--- src/hdl/bsfr_pkg.sv ---
// ----------------------------------------------------------------------------
// bsfr_pkg - shared types and constants of the byte-stuffed frame receiver
// Transaction structs, command and result codes, register indexes, frame
// store sizing and the reflected CRC-16 byte update.
// ----------------------------------------------------------------------------
`default_nettype none

package bsfr_pkg;

   // Frame store sizing
   localparam int FRAME_DEPTH = 256;
   localparam int ADDR_W      = $clog2(FRAME_DEPTH);
   localparam int CNT_W       = $clog2(FRAME_DEPTH + 1);

   // Output queue sizing
   localparam int OUTQ_DEPTH = 3;
   localparam int OUTQ_PTR_W = 2;
   localparam int OUTQ_CNT_W = 2;

   // CRC-16 constants (reflected 0x1021)
   localparam logic [15:0] CRC_INIT = 16'hFFFF;
   localparam logic [15:0] CRC_POLY = 16'h8408;
   localparam logic [15:0] CRC_XOUT = 16'hFFFF;

   // Register reset values
   localparam logic [7:0] FLAG_RESET   = 8'h7E;
   localparam logic [7:0] ESCAPE_RESET = 8'h7D;
   localparam logic [7:0] MASK_RESET   = 8'h20;

   typedef enum logic {
      CMD_FEED = 1'b0,
      CMD_READ = 1'b1
   } command_type;

   typedef enum logic [1:0] {
      EV_NONE = 2'd0,
      EV_GOOD = 2'd1,
      EV_BAD  = 2'd2
   } event_type;

   typedef enum logic [1:0] {
      CSR_FLAG   = 2'd0,
      CSR_ESCAPE = 2'd1,
      CSR_MASK   = 2'd2
   } csr_index_type;

   typedef struct packed {
      logic       command;
      logic [7:0] rx_byte;
      logic [7:0] read_index;
   } req_type;

   typedef struct packed {
      event_type  event_res;
      logic [7:0] payload_length;
      logic [7:0] read_data;
   } rsp_type;

   // One byte through the reflected CRC, bit at a time
   function automatic logic [15:0] crc_add_byte(input logic [15:0] crc,
                                                input logic [7:0]  b);
      logic [15:0] c;
      c = crc ^ {8'h00, b};
      for (int k = 0; k < 8; k++) begin
         if (c[0]) begin
            c = (c >> 1) ^ CRC_POLY;
         end else begin
            c = c >> 1;
         end
      end
      return c;
   endfunction

endpackage

`default_nettype wire

--- src/hdl/bsfr_ram.sv ---
// ----------------------------------------------------------------------------
// bsfr_ram - generic simple dual-port RAM
// One write port, one read port, read data registered.
// ----------------------------------------------------------------------------
`default_nettype none

module bsfr_ram #(
   parameter int WIDTH = 8,
   parameter int DEPTH = 256
) (
   input  wire logic                     clock,
   input  wire logic                     wr_en,
   input  wire logic [$clog2(DEPTH)-1:0] wr_addr,
   input  wire logic [WIDTH-1:0]         wr_data,
   input  wire logic                     rd_en,
   input  wire logic [$clog2(DEPTH)-1:0] rd_addr,
   output logic      [WIDTH-1:0]         rd_data
);

   logic [WIDTH-1:0] mem_ff [DEPTH];
   logic [WIDTH-1:0] rd_data_ff;

   always_ff @(posedge clock) begin
      if (wr_en) begin
         mem_ff[wr_addr] <= wr_data;
      end
      if (rd_en) begin
         rd_data_ff <= mem_ff[rd_addr];
      end
   end

   assign rd_data = rd_data_ff;

endmodule

`default_nettype wire

--- src/hdl/bsfr_outq.sv ---
// ----------------------------------------------------------------------------
// bsfr_outq - result queue
// Three-entry queue in flops between the result stage and the response
// channel; the producer checks space through the fill count.
// ----------------------------------------------------------------------------
`default_nettype none

module bsfr_outq (
   input  wire logic                         clock,
   input  wire logic                         reset,
   input  wire logic                         push,
   input  wire bsfr_pkg::rsp_type            push_data,
   output logic                              pop_valid,
   input  wire logic                         pop_ready,
   output bsfr_pkg::rsp_type                 pop_data,
   output logic [bsfr_pkg::OUTQ_CNT_W-1:0]   count
);

   localparam logic [bsfr_pkg::OUTQ_PTR_W-1:0] LAST_PTR =
      bsfr_pkg::OUTQ_PTR_W'(bsfr_pkg::OUTQ_DEPTH - 1);

   bsfr_pkg::rsp_type                     entry_ff [bsfr_pkg::OUTQ_DEPTH];
   logic [bsfr_pkg::OUTQ_PTR_W-1:0]       head_ff, head_in;
   logic [bsfr_pkg::OUTQ_PTR_W-1:0]       tail_ff, tail_in;
   logic [bsfr_pkg::OUTQ_CNT_W-1:0]       count_ff, count_in;
   logic                                  pop;

   assign pop = pop_valid && pop_ready;

   // Pointer and fill count update
   always_comb begin
      head_in  = head_ff;
      tail_in  = tail_ff;
      count_in = count_ff;
      if (pop) begin
         head_in = (head_ff == LAST_PTR) ? '0 : head_ff + 1'b1;
      end
      if (push) begin
         tail_in = (tail_ff == LAST_PTR) ? '0 : tail_ff + 1'b1;
      end
      if (push && !pop) begin
         count_in = count_ff + 1'b1;
      end else if (pop && !push) begin
         count_in = count_ff - 1'b1;
      end
   end

   always_ff @(posedge clock) begin
      if (reset) begin
         head_ff  <= '0;
         tail_ff  <= '0;
         count_ff <= '0;
      end else begin
         head_ff  <= head_in;
         tail_ff  <= tail_in;
         count_ff <= count_in;
      end
   end

   // Entry storage
   always_ff @(posedge clock) begin
      if (push) begin
         entry_ff[tail_ff] <= push_data;
      end
   end

   assign pop_valid = (count_ff != '0);
   assign pop_data  = entry_ff[head_ff];
   assign count     = count_ff;

endmodule

`default_nettype wire

--- src/hdl/byte_stuffed_frame_receiver_crc16_top.sv ---
// ----------------------------------------------------------------------------
// byte_stuffed_frame_receiver_crc16_top - flag/escape deframer with CRC-16
// Strips flag and escape framing from received bytes, stores the frame in a
// RAM and checks the trailing CRC-16 at the closing flag.
// ----------------------------------------------------------------------------
// Usage:
//   req_*  : one transaction per byte. command FEED pushes rx_byte through the
//            deframer; command READ fetches frame store entry read_index.
//   rsp_*  : exactly one result per request, in request order: event_res,
//            payload_length (good frames) and read_data (reads).
//   csr_*  : register writes (flag, escape, escape mask); always ready. Write
//            only while no request is in flight.
// Path: a request's result is registered in the result stage together with
//   the deframer update and the frame store read data, then pushed into the
//   result queue, which offers it on the response channel.
// Throughput: one request per cycle while req_ready is high. The frame store
//   has separate read and write ports and the CRC update is a combinational byte step.
// Stall: a three-entry result queue holds pending results; req_ready drops
//   only when the queue plus the result stage hold three results.
// Reset: clears the deframer state and registers to their defaults at once.
//   The frame store is not cleared; entries read before being written are
//   undefined.
// ----------------------------------------------------------------------------
`default_nettype none

module byte_stuffed_frame_receiver_crc16_top (
   input  wire logic                clock,
   input  wire logic                reset,
   input  wire logic                req_valid,
   output logic                     req_ready,
   input  wire bsfr_pkg::req_type   req_data,
   output logic                     rsp_valid,
   input  wire logic                rsp_ready,
   output bsfr_pkg::rsp_type        rsp_data,
   input  wire logic                csr_valid,
   output logic                     csr_ready,
   input  wire logic [1:0]          csr_index,
   input  wire logic [7:0]          csr_data
);

   localparam int CNT_W  = bsfr_pkg::CNT_W;
   localparam int ADDR_W = bsfr_pkg::ADDR_W;

   // Configuration registers
   logic [7:0] flag_ff, escape_ff, mask_ff;

   // Deframer state
   logic [CNT_W-1:0] count_ff, count_in;
   logic             inside_ff, inside_in;
   logic             esc_ff, esc_in;
   logic [15:0]      crc_ff, crc_in;
   logic [7:0]       older_ff, older_in;
   logic [7:0]       newer_ff, newer_in;

   // Result stage
   logic                    s1_valid_ff;
   logic                    s1_read_ff, s1_read_in;
   logic                    s1_range_ff, s1_range_in;
   bsfr_pkg::event_type     s1_event_ff, s1_event_in;
   logic [7:0]              s1_plen_ff, s1_plen_in;

   // Frame store ports
   logic              ram_we, ram_re;
   logic [7:0]        ram_wdata, ram_rdata;
   logic [ADDR_W-1:0] ram_waddr, ram_raddr;

   // Queue signals
   logic [bsfr_pkg::OUTQ_CNT_W-1:0] outq_count;
   bsfr_pkg::rsp_type               outq_push_data;

   logic              accept, is_read;
   logic [7:0]        data_byte;
   logic [15:0]       crc_step;
   logic [15:0]       got_crc;
   logic [CNT_W-1:0]  len;

   assign csr_ready = 1'b1;

   // Register writes
   always_ff @(posedge clock) begin
      if (reset) begin
         flag_ff   <= bsfr_pkg::FLAG_RESET;
         escape_ff <= bsfr_pkg::ESCAPE_RESET;
         mask_ff   <= bsfr_pkg::MASK_RESET;
      end else if (csr_valid) begin
         case (csr_index)
            bsfr_pkg::CSR_FLAG:   flag_ff   <= csr_data;
            bsfr_pkg::CSR_ESCAPE: escape_ff <= csr_data;
            bsfr_pkg::CSR_MASK:   mask_ff   <= csr_data;
            default: ;
         endcase
      end
   end

   // Space check: results in flight never exceed the queue depth
   assign req_ready = ({1'b0, outq_count} + {2'b00, s1_valid_ff}) <= 3'd2;
   assign accept    = req_valid && req_ready;
   assign is_read   = (req_data.command == bsfr_pkg::CMD_READ);

   assign data_byte = esc_ff ? (req_data.rx_byte ^ mask_ff) : req_data.rx_byte;
   assign crc_step  = bsfr_pkg::crc_add_byte(crc_ff, older_ff);
   assign got_crc   = {newer_ff, older_ff};
   assign len       = count_ff - CNT_W'(2);

   // Deframer next state, store write and result stage contents
   always_comb begin
      count_in    = count_ff;
      inside_in   = inside_ff;
      esc_in      = esc_ff;
      crc_in      = crc_ff;
      older_in    = older_ff;
      newer_in    = newer_ff;
      s1_read_in  = is_read;
      s1_range_in = (32'(req_data.read_index) < bsfr_pkg::FRAME_DEPTH);
      s1_event_in = bsfr_pkg::EV_NONE;
      s1_plen_in  = '0;
      ram_we      = 1'b0;
      ram_wdata   = data_byte;
      ram_waddr   = count_ff[ADDR_W-1:0];

      if (!is_read) begin
         if (req_data.rx_byte == flag_ff) begin
            if (inside_ff && (count_ff != '0)) begin
               count_in = '0;
               crc_in   = bsfr_pkg::CRC_INIT;
               if (count_ff < CNT_W'(2)) begin
                  // short frame: escape stays pending
                  s1_event_in = bsfr_pkg::EV_BAD;
               end else begin
                  esc_in = 1'b0;
                  if (got_crc == (crc_ff ^ bsfr_pkg::CRC_XOUT)) begin
                     s1_event_in = bsfr_pkg::EV_GOOD;
                     s1_plen_in  = (32'(len) > 255) ? 8'hFF : 8'(len);
                  end else begin
                     s1_event_in = bsfr_pkg::EV_BAD;
                  end
               end
            end else begin
               // open or reopen
               inside_in = 1'b1;
               count_in  = '0;
               crc_in    = bsfr_pkg::CRC_INIT;
               esc_in    = 1'b0;
            end
         end else if (inside_ff) begin
            if (req_data.rx_byte == escape_ff) begin
               esc_in = 1'b1;
            end else begin
               esc_in = 1'b0;
               if (count_ff < CNT_W'(bsfr_pkg::FRAME_DEPTH)) begin
                  if (count_ff >= CNT_W'(2)) begin
                     crc_in = crc_step;
                  end
                  older_in = newer_ff;
                  newer_in = data_byte;
                  ram_we   = 1'b1;
                  count_in = count_ff + 1'b1;
               end
            end
         end
      end
   end

   always_ff @(posedge clock) begin
      if (reset) begin
         count_ff  <= '0;
         inside_ff <= 1'b0;
         esc_ff    <= 1'b0;
         crc_ff    <= bsfr_pkg::CRC_INIT;
         older_ff  <= '0;
         newer_ff  <= '0;
      end else if (accept) begin
         count_ff  <= count_in;
         inside_ff <= inside_in;
         esc_ff    <= esc_in;
         crc_ff    <= crc_in;
         older_ff  <= older_in;
         newer_ff  <= newer_in;
      end
   end

   // Result stage: always drains into the queue the next cycle
   always_ff @(posedge clock) begin
      if (reset) begin
         s1_valid_ff <= 1'b0;
      end else begin
         s1_valid_ff <= accept;
      end
   end

   always_ff @(posedge clock) begin
      if (accept) begin
         s1_read_ff  <= s1_read_in;
         s1_range_ff <= s1_range_in;
         s1_event_ff <= s1_event_in;
         s1_plen_ff  <= s1_plen_in;
      end
   end

   assign ram_re    = accept && is_read;
   assign ram_raddr = ADDR_W'(req_data.read_index);

   bsfr_ram #(
      .WIDTH(8),
      .DEPTH(bsfr_pkg::FRAME_DEPTH)
   ) u_frame_store (
      .clock  (clock),
      .wr_en  (ram_we && accept),
      .wr_addr(ram_waddr),
      .wr_data(ram_wdata),
      .rd_en  (ram_re),
      .rd_addr(ram_raddr),
      .rd_data(ram_rdata)
   );

   // Queue entry for the finished transaction
   always_comb begin
      outq_push_data.event_res      = s1_event_ff;
      outq_push_data.payload_length = s1_plen_ff;
      outq_push_data.read_data      = (s1_read_ff && s1_range_ff) ? ram_rdata : 8'h00;
   end

   bsfr_outq u_outq (
      .clock    (clock),
      .reset    (reset),
      .push     (s1_valid_ff),
      .push_data(outq_push_data),
      .pop_valid(rsp_valid),
      .pop_ready(rsp_ready),
      .pop_data (rsp_data),
      .count    (outq_count)
   );

   // Checks
   a_outq_no_overflow: assert property (@(posedge clock) disable iff (reset)
      (s1_valid_ff && (outq_count == 2'd3)) |-> (rsp_valid && rsp_ready))
      else $error("result queue overflow");

   a_store_in_range: assert property (@(posedge clock) disable iff (reset)
      (ram_we && accept) |-> (count_ff < CNT_W'(bsfr_pkg::FRAME_DEPTH)))
      else $error("frame store write beyond depth");

   a_count_bound: assert property (@(posedge clock) disable iff (reset)
      count_ff <= CNT_W'(bsfr_pkg::FRAME_DEPTH))
      else $error("stored count beyond depth");

   a_read_follows: assert property (@(posedge clock) disable iff (reset)
      (accept && is_read) |=> (s1_valid_ff && s1_read_ff && (s1_event_ff == bsfr_pkg::EV_NONE)))
      else $error("read transaction lost in result stage");

endmodule

`default_nettype wire

--- config.mk ---
export PLATFORM = sky130hd
export DESIGN_NAME = byte_stuffed_frame_receiver_crc16_top
export DESIGN_NICKNAME = d
export VERILOG_FILES = /design/src/hdl/bsfr_pkg.sv /design/src/hdl/bsfr_ram.sv /design/src/hdl/bsfr_outq.sv /design/src/hdl/byte_stuffed_frame_receiver_crc16_top.sv
export SDC_FILE = /design/constraint.sdc
export NUM_CORES = 2
export LEC_CHECK = 0
export BUFFER_PORTS_ARGS = -buffer_cell sky130_fd_sc_hd__buf_2
export CAP_MARGIN = 20
export CORE_MARGIN = 5
export CORE_UTILIZATION = 63
export DETAILED_ROUTE_END_ITERATION = 12
export PLACE_DENSITY = 0.81
export SLEW_MARGIN = 0
export SYNTH_ARGS = -nofsm -noshare
export SYNTH_HDL_FRONTEND = slang
export SYNTH_SLANG_ARGS = --single-unit
export TNS_END_PERCENT = 1
--- constraint.sdc ---
create_clock -name clock -period 16 [get_ports clock]
set_clock_uncertainty 0.2 [all_clocks]
set_input_delay 3.2 -clock clock [delete_from_list [all_inputs] [get_ports clock]]
set_output_delay 3.2 -clock clock [all_outputs]
set_load 0.05 [all_outputs]
==> flow_results.org <==
** Clocking
- After clock tree synthesis, the flow added hold-fix buffers numbering 0.
- In this run, post-CTS repair resized a total of 0 instances.
- TritonCTS built the clock tree.
- H-tree depth :: 4
- Clock latency on the worst-skew pair, taken at its later pin, is 850 ps.
- Sink count of the clock tree :: 2197
- CTS Buf Count :: 204
- Clock-pin slew was measured on the worst setup and hold paths at 60 ps.
- The clock passes through at most 3 buffers.
- Clock tree synthesis selected as its root buffer the cell clkbuf_16.
- Post-CTS setup repair buffer count :: 0

** Setup path
- The number of cells on the worst reg-to-reg path is 9.
- The critical path starts at req_data[0].
- Worst Setup EP :: u_frame_store.rd_data[7]
- Along the worst path, the maximum fanout reaches 73.
- Number of cells on the critical path :: 9
- The critical path in this run is classified as in2reg.
- Setup slack on the worst reg-to-reg path comes out at 10340 ps.
- The worst setup path is launched from an input pin.
- The worst register-to-register path ends at u_frame_store.mem_ff[168][4].
- Ordered cell list for the critical path :: buf_8, buf_4, buf_4, buf_4, mux4_2, a22oi_1, a21oi_1, nor4_1, nor4_1
- The kind of cell with the highest combined delay along the critical path is buffers and inverters.
- In this run the critical register-to-register path is launched from u_outq.count[0].
- The worst setup path is captured at a flip-flop.
- Buffer and inverter count on the worst path :: 4
- By instance count, the cell type seen most on the critical path is buf_4.
- Data on the critical path is required at its endpoint by 16330 ps.
- Critical path's largest stage delay :: 750 ps
- Critical Path AT :: 7980 ps
- The slowest stage of the critical path belongs to the cell nor4_1.

** Routing
- Vias post-DR :: 44.8k
- DRC errors left :: 0
- The final layout contains routed wiring with a total length of 210 mm.
- In the routed layout, each cell is associated on average with a via count of 7.09.
- In this run the remaining antenna-violating nets after routing total 0.
- The first detailed-routing pass ran for 9 iterations.
- The detailed router finished its first iteration with 6580 violations.
- After detailed routing, the average wire length per cell comes to 33.3 microns.

** Synth
- For this run, the number of Yosys warnings is 0.
- Async set-reset flop share out of synthesis :: 0
- Post-synthesis cell count :: 4302
- Of all cell types, the one taking the most synthesized area is edfxtp_1.
- Synth cell types :: 62
- Net count after synthesis :: 4346
- In the post-synthesis netlist, the cell with the most instances is edfxtp_1.
- By area the synthesized netlist is led by edfxtp_1 (75%), mux4_2 (12%), dfxtp_1 (1.8%).
- The share of synthesized area in the top cell type comes to 0.746.
- Number of enable flip-flop cells after synthesis :: 2121
- Ranked by instance count, the synthesized netlist is headed by edfxtp_1 (2121), mux4_2 (451), nor2_1 (340).
- In this run, synthesis produced a sequential element count of 2197.
- After synthesis the cells add up to 85400 sq um.
- Average footprint of a synthesized cell :: 19.9 sq um
- Commonest register cell after synthesis :: edfxtp_1
- Sequential share of the synthesized area :: 0.763

** STA
- Unrepaired setup endpoints after global routing :: false
- The hold violation count in the final report is 0.
- The final max-slew violation count came to 0.
- For the pin with the worst max-slew slack, the measured transition is 1390 ps.
- The worst pin sits at a relative slew slack of 0.0697.
- Final setup violating endpoints :: 0
- After routing, the total negative slack on setup checks comes to 0 ps.
- Dividing the final minimum period by the clock period gives 0.478.
- Final min period :: 7650 ps
- Max Fclk :: 0.131 GHz

** Finish
- The filler cells instantiated in the layout total 7663.
- Once layout is complete, the cells apart from fillers number 6325.
- In the final layout, the share of cells above drive strength 1 is 0.203.
- Area added between synthesis and finish :: 10.3%
- Post-route design area :: 94200 sq um
- Net count reported at finish :: 4412

** Floorplan
- Starting density of the core :: 0.632
- DIE HEIGHT :: 378 microns
- During I/O placement, the number of pins put on the boundary was 53.
- Placeable Area :: 135000 sq um
- The die covers 143000 sq um.
- Chip width :: 378 microns
- In this run the core area contains 135 standard-cell rows.

** Pwr
- Total Power Consumption :: 11900 uW
- Power spread over the standard cell area amounts to 126 nW/um^2.
- Peak ir drop on the vdd network :: 0.0857 mV
- Cell leakage power :: 0.0295 uW

** GRT
- Summed over all layers, the global routing overflow is 0.
- Wire length of the first global-routing pass :: 305 mm
- In the global route stage, overall resource usage came out at 0.296.
- Met2 GRT Util :: 0.456
- After global routing, the most crowded layer is met2.
- The initial antenna violation count was 11.
- Met1 global-route usage :: 0.399
- Via count of the first global-routing pass :: 45.0k
- For met3 alone, demand over resource in global routing was 0.0764.
- Entering global routing, the biggest net connects 248 pins.

** Run
- Across the run, the number of max-cap violations was 0.

** Status
- Run status :: finished clean

** Place
- Dpl hpwl :: 115 mm
- Number of placed cells counting well taps :: 5939
- Count of input and output buffers :: 51
- Once placement finished, the instance area stood at 87500 sq um.
- Final Wtd Congestion :: 0.876

** Min path
- In this run the worst hold path is classified as reg2reg.
-- kinds of logic (layout without fill, tap and decap cells) --
family	Yosys count	after routing	synth area share
DFF	2197	2197	0.763
other	1	8	0.0000439
muxes	609	609	0.137
xor gates and xnor gates	69	69	0.00707
adders and majority gates	12	12	0.00176
AOI/OAI and AO/OA	505	505	0.0412
and+or+nand+nor	627	627	0.0335
buffers and inverters	282	517	0.0156
-- per-stage QoR --
| step | utilization | hold slack [ps] | worst slack (ps) |
|---|---|---|---|
| 2_1_floorplan | - | 236 | 3660 |
| 3_3_place_gp | 0.647 | 245 | 7900 |
| 3_5_place_dp | 0.647 | 251 | 7800 |
| 4_1_cts | 0.696 | 264 | 8540 |
| 5_1_grt | 0.697 | 285 | 8200 |
| 6_report | 0.697 | 261 | 8350 |
-- metal layers --
metal / share of wire / vias to the layer above
met2: 0.47 / 3457
met3: 0.12 / 603
met1: 0.34 / 22991
met5: 0.00011 / -
met4: 0.058 / 4
li1: - / 17777
-- state kept, by name, summed over array words and instances (netlist names), 9 cells and up, named ones only --
name / flops
count_ff: 9
crc_ff: 16
u_outq.entry_ff: 54
u_frame_store.mem_ff: 2048
-- area by class of cell --
type                            instances  area (sq um)  share of cell area
Antenna cell                            7          17.5            0.000186
Multi-Input combinational cell       1823         19000               0.202
Clock buffer                          239          5280              0.0560
Timing Repair Buffer                  128          1030              0.0109
Tap cell                             1781          2230              0.0237
Inverter                               14          52.6            0.000558
Sequential cell                      2197         65200               0.692
Clock inverter                        136          1340              0.0142
-- power by group --
group	leakage [uW]	internal (uW)	total, uW	switching [uW]
clock network	0.00324	2730	4860	2130
registers	0.0197	6340	6370	27.3
logic	0.00653	212	657	446
total	0.0295	9280	11900	2600
-- worst min path at each step --
stage / startpoint / end / slack [ps] / cells after the start
final: mask_ff[5] / mask_ff[5] / 260 / 1
after global routing: mask_ff[5] / mask_ff[5] / 290 / 1
after CTS: mask_ff[5] / mask_ff[5] / 260 / 1
after detailed placement: mask_ff[5] / mask_ff[5] / 250 / 1
after global placement: mask_ff[5] / mask_ff[5] / 240 / 1
after floorplan: mask_ff[5] / mask_ff[5] / 240 / 1
-- layout by cell type (no fill, tap or decap), types with 23 or more instances in the layout --
cell type and n:
edfxtp_1 2121, mux4_2 451, nor2_1 338, clkbuf_16 206, mux2i_1 152, a22oi_1 131, a21oi_1 105, nand2_1 93
dfxtp_1 76, buf_4 63, clkinv_1 54, buf_2 51, o22ai_1 41, clkinv_2 41, xor2_1 37, o21ai_0 36
o221ai_1 33, clkbuf_1 33, nor3_1 32, a221oi_1 30, a22o_1 26, nor4_1 25, xnor2_1 24, a21o_1 23
bufinv_16 23
Power figures use the tool's default switching activity.
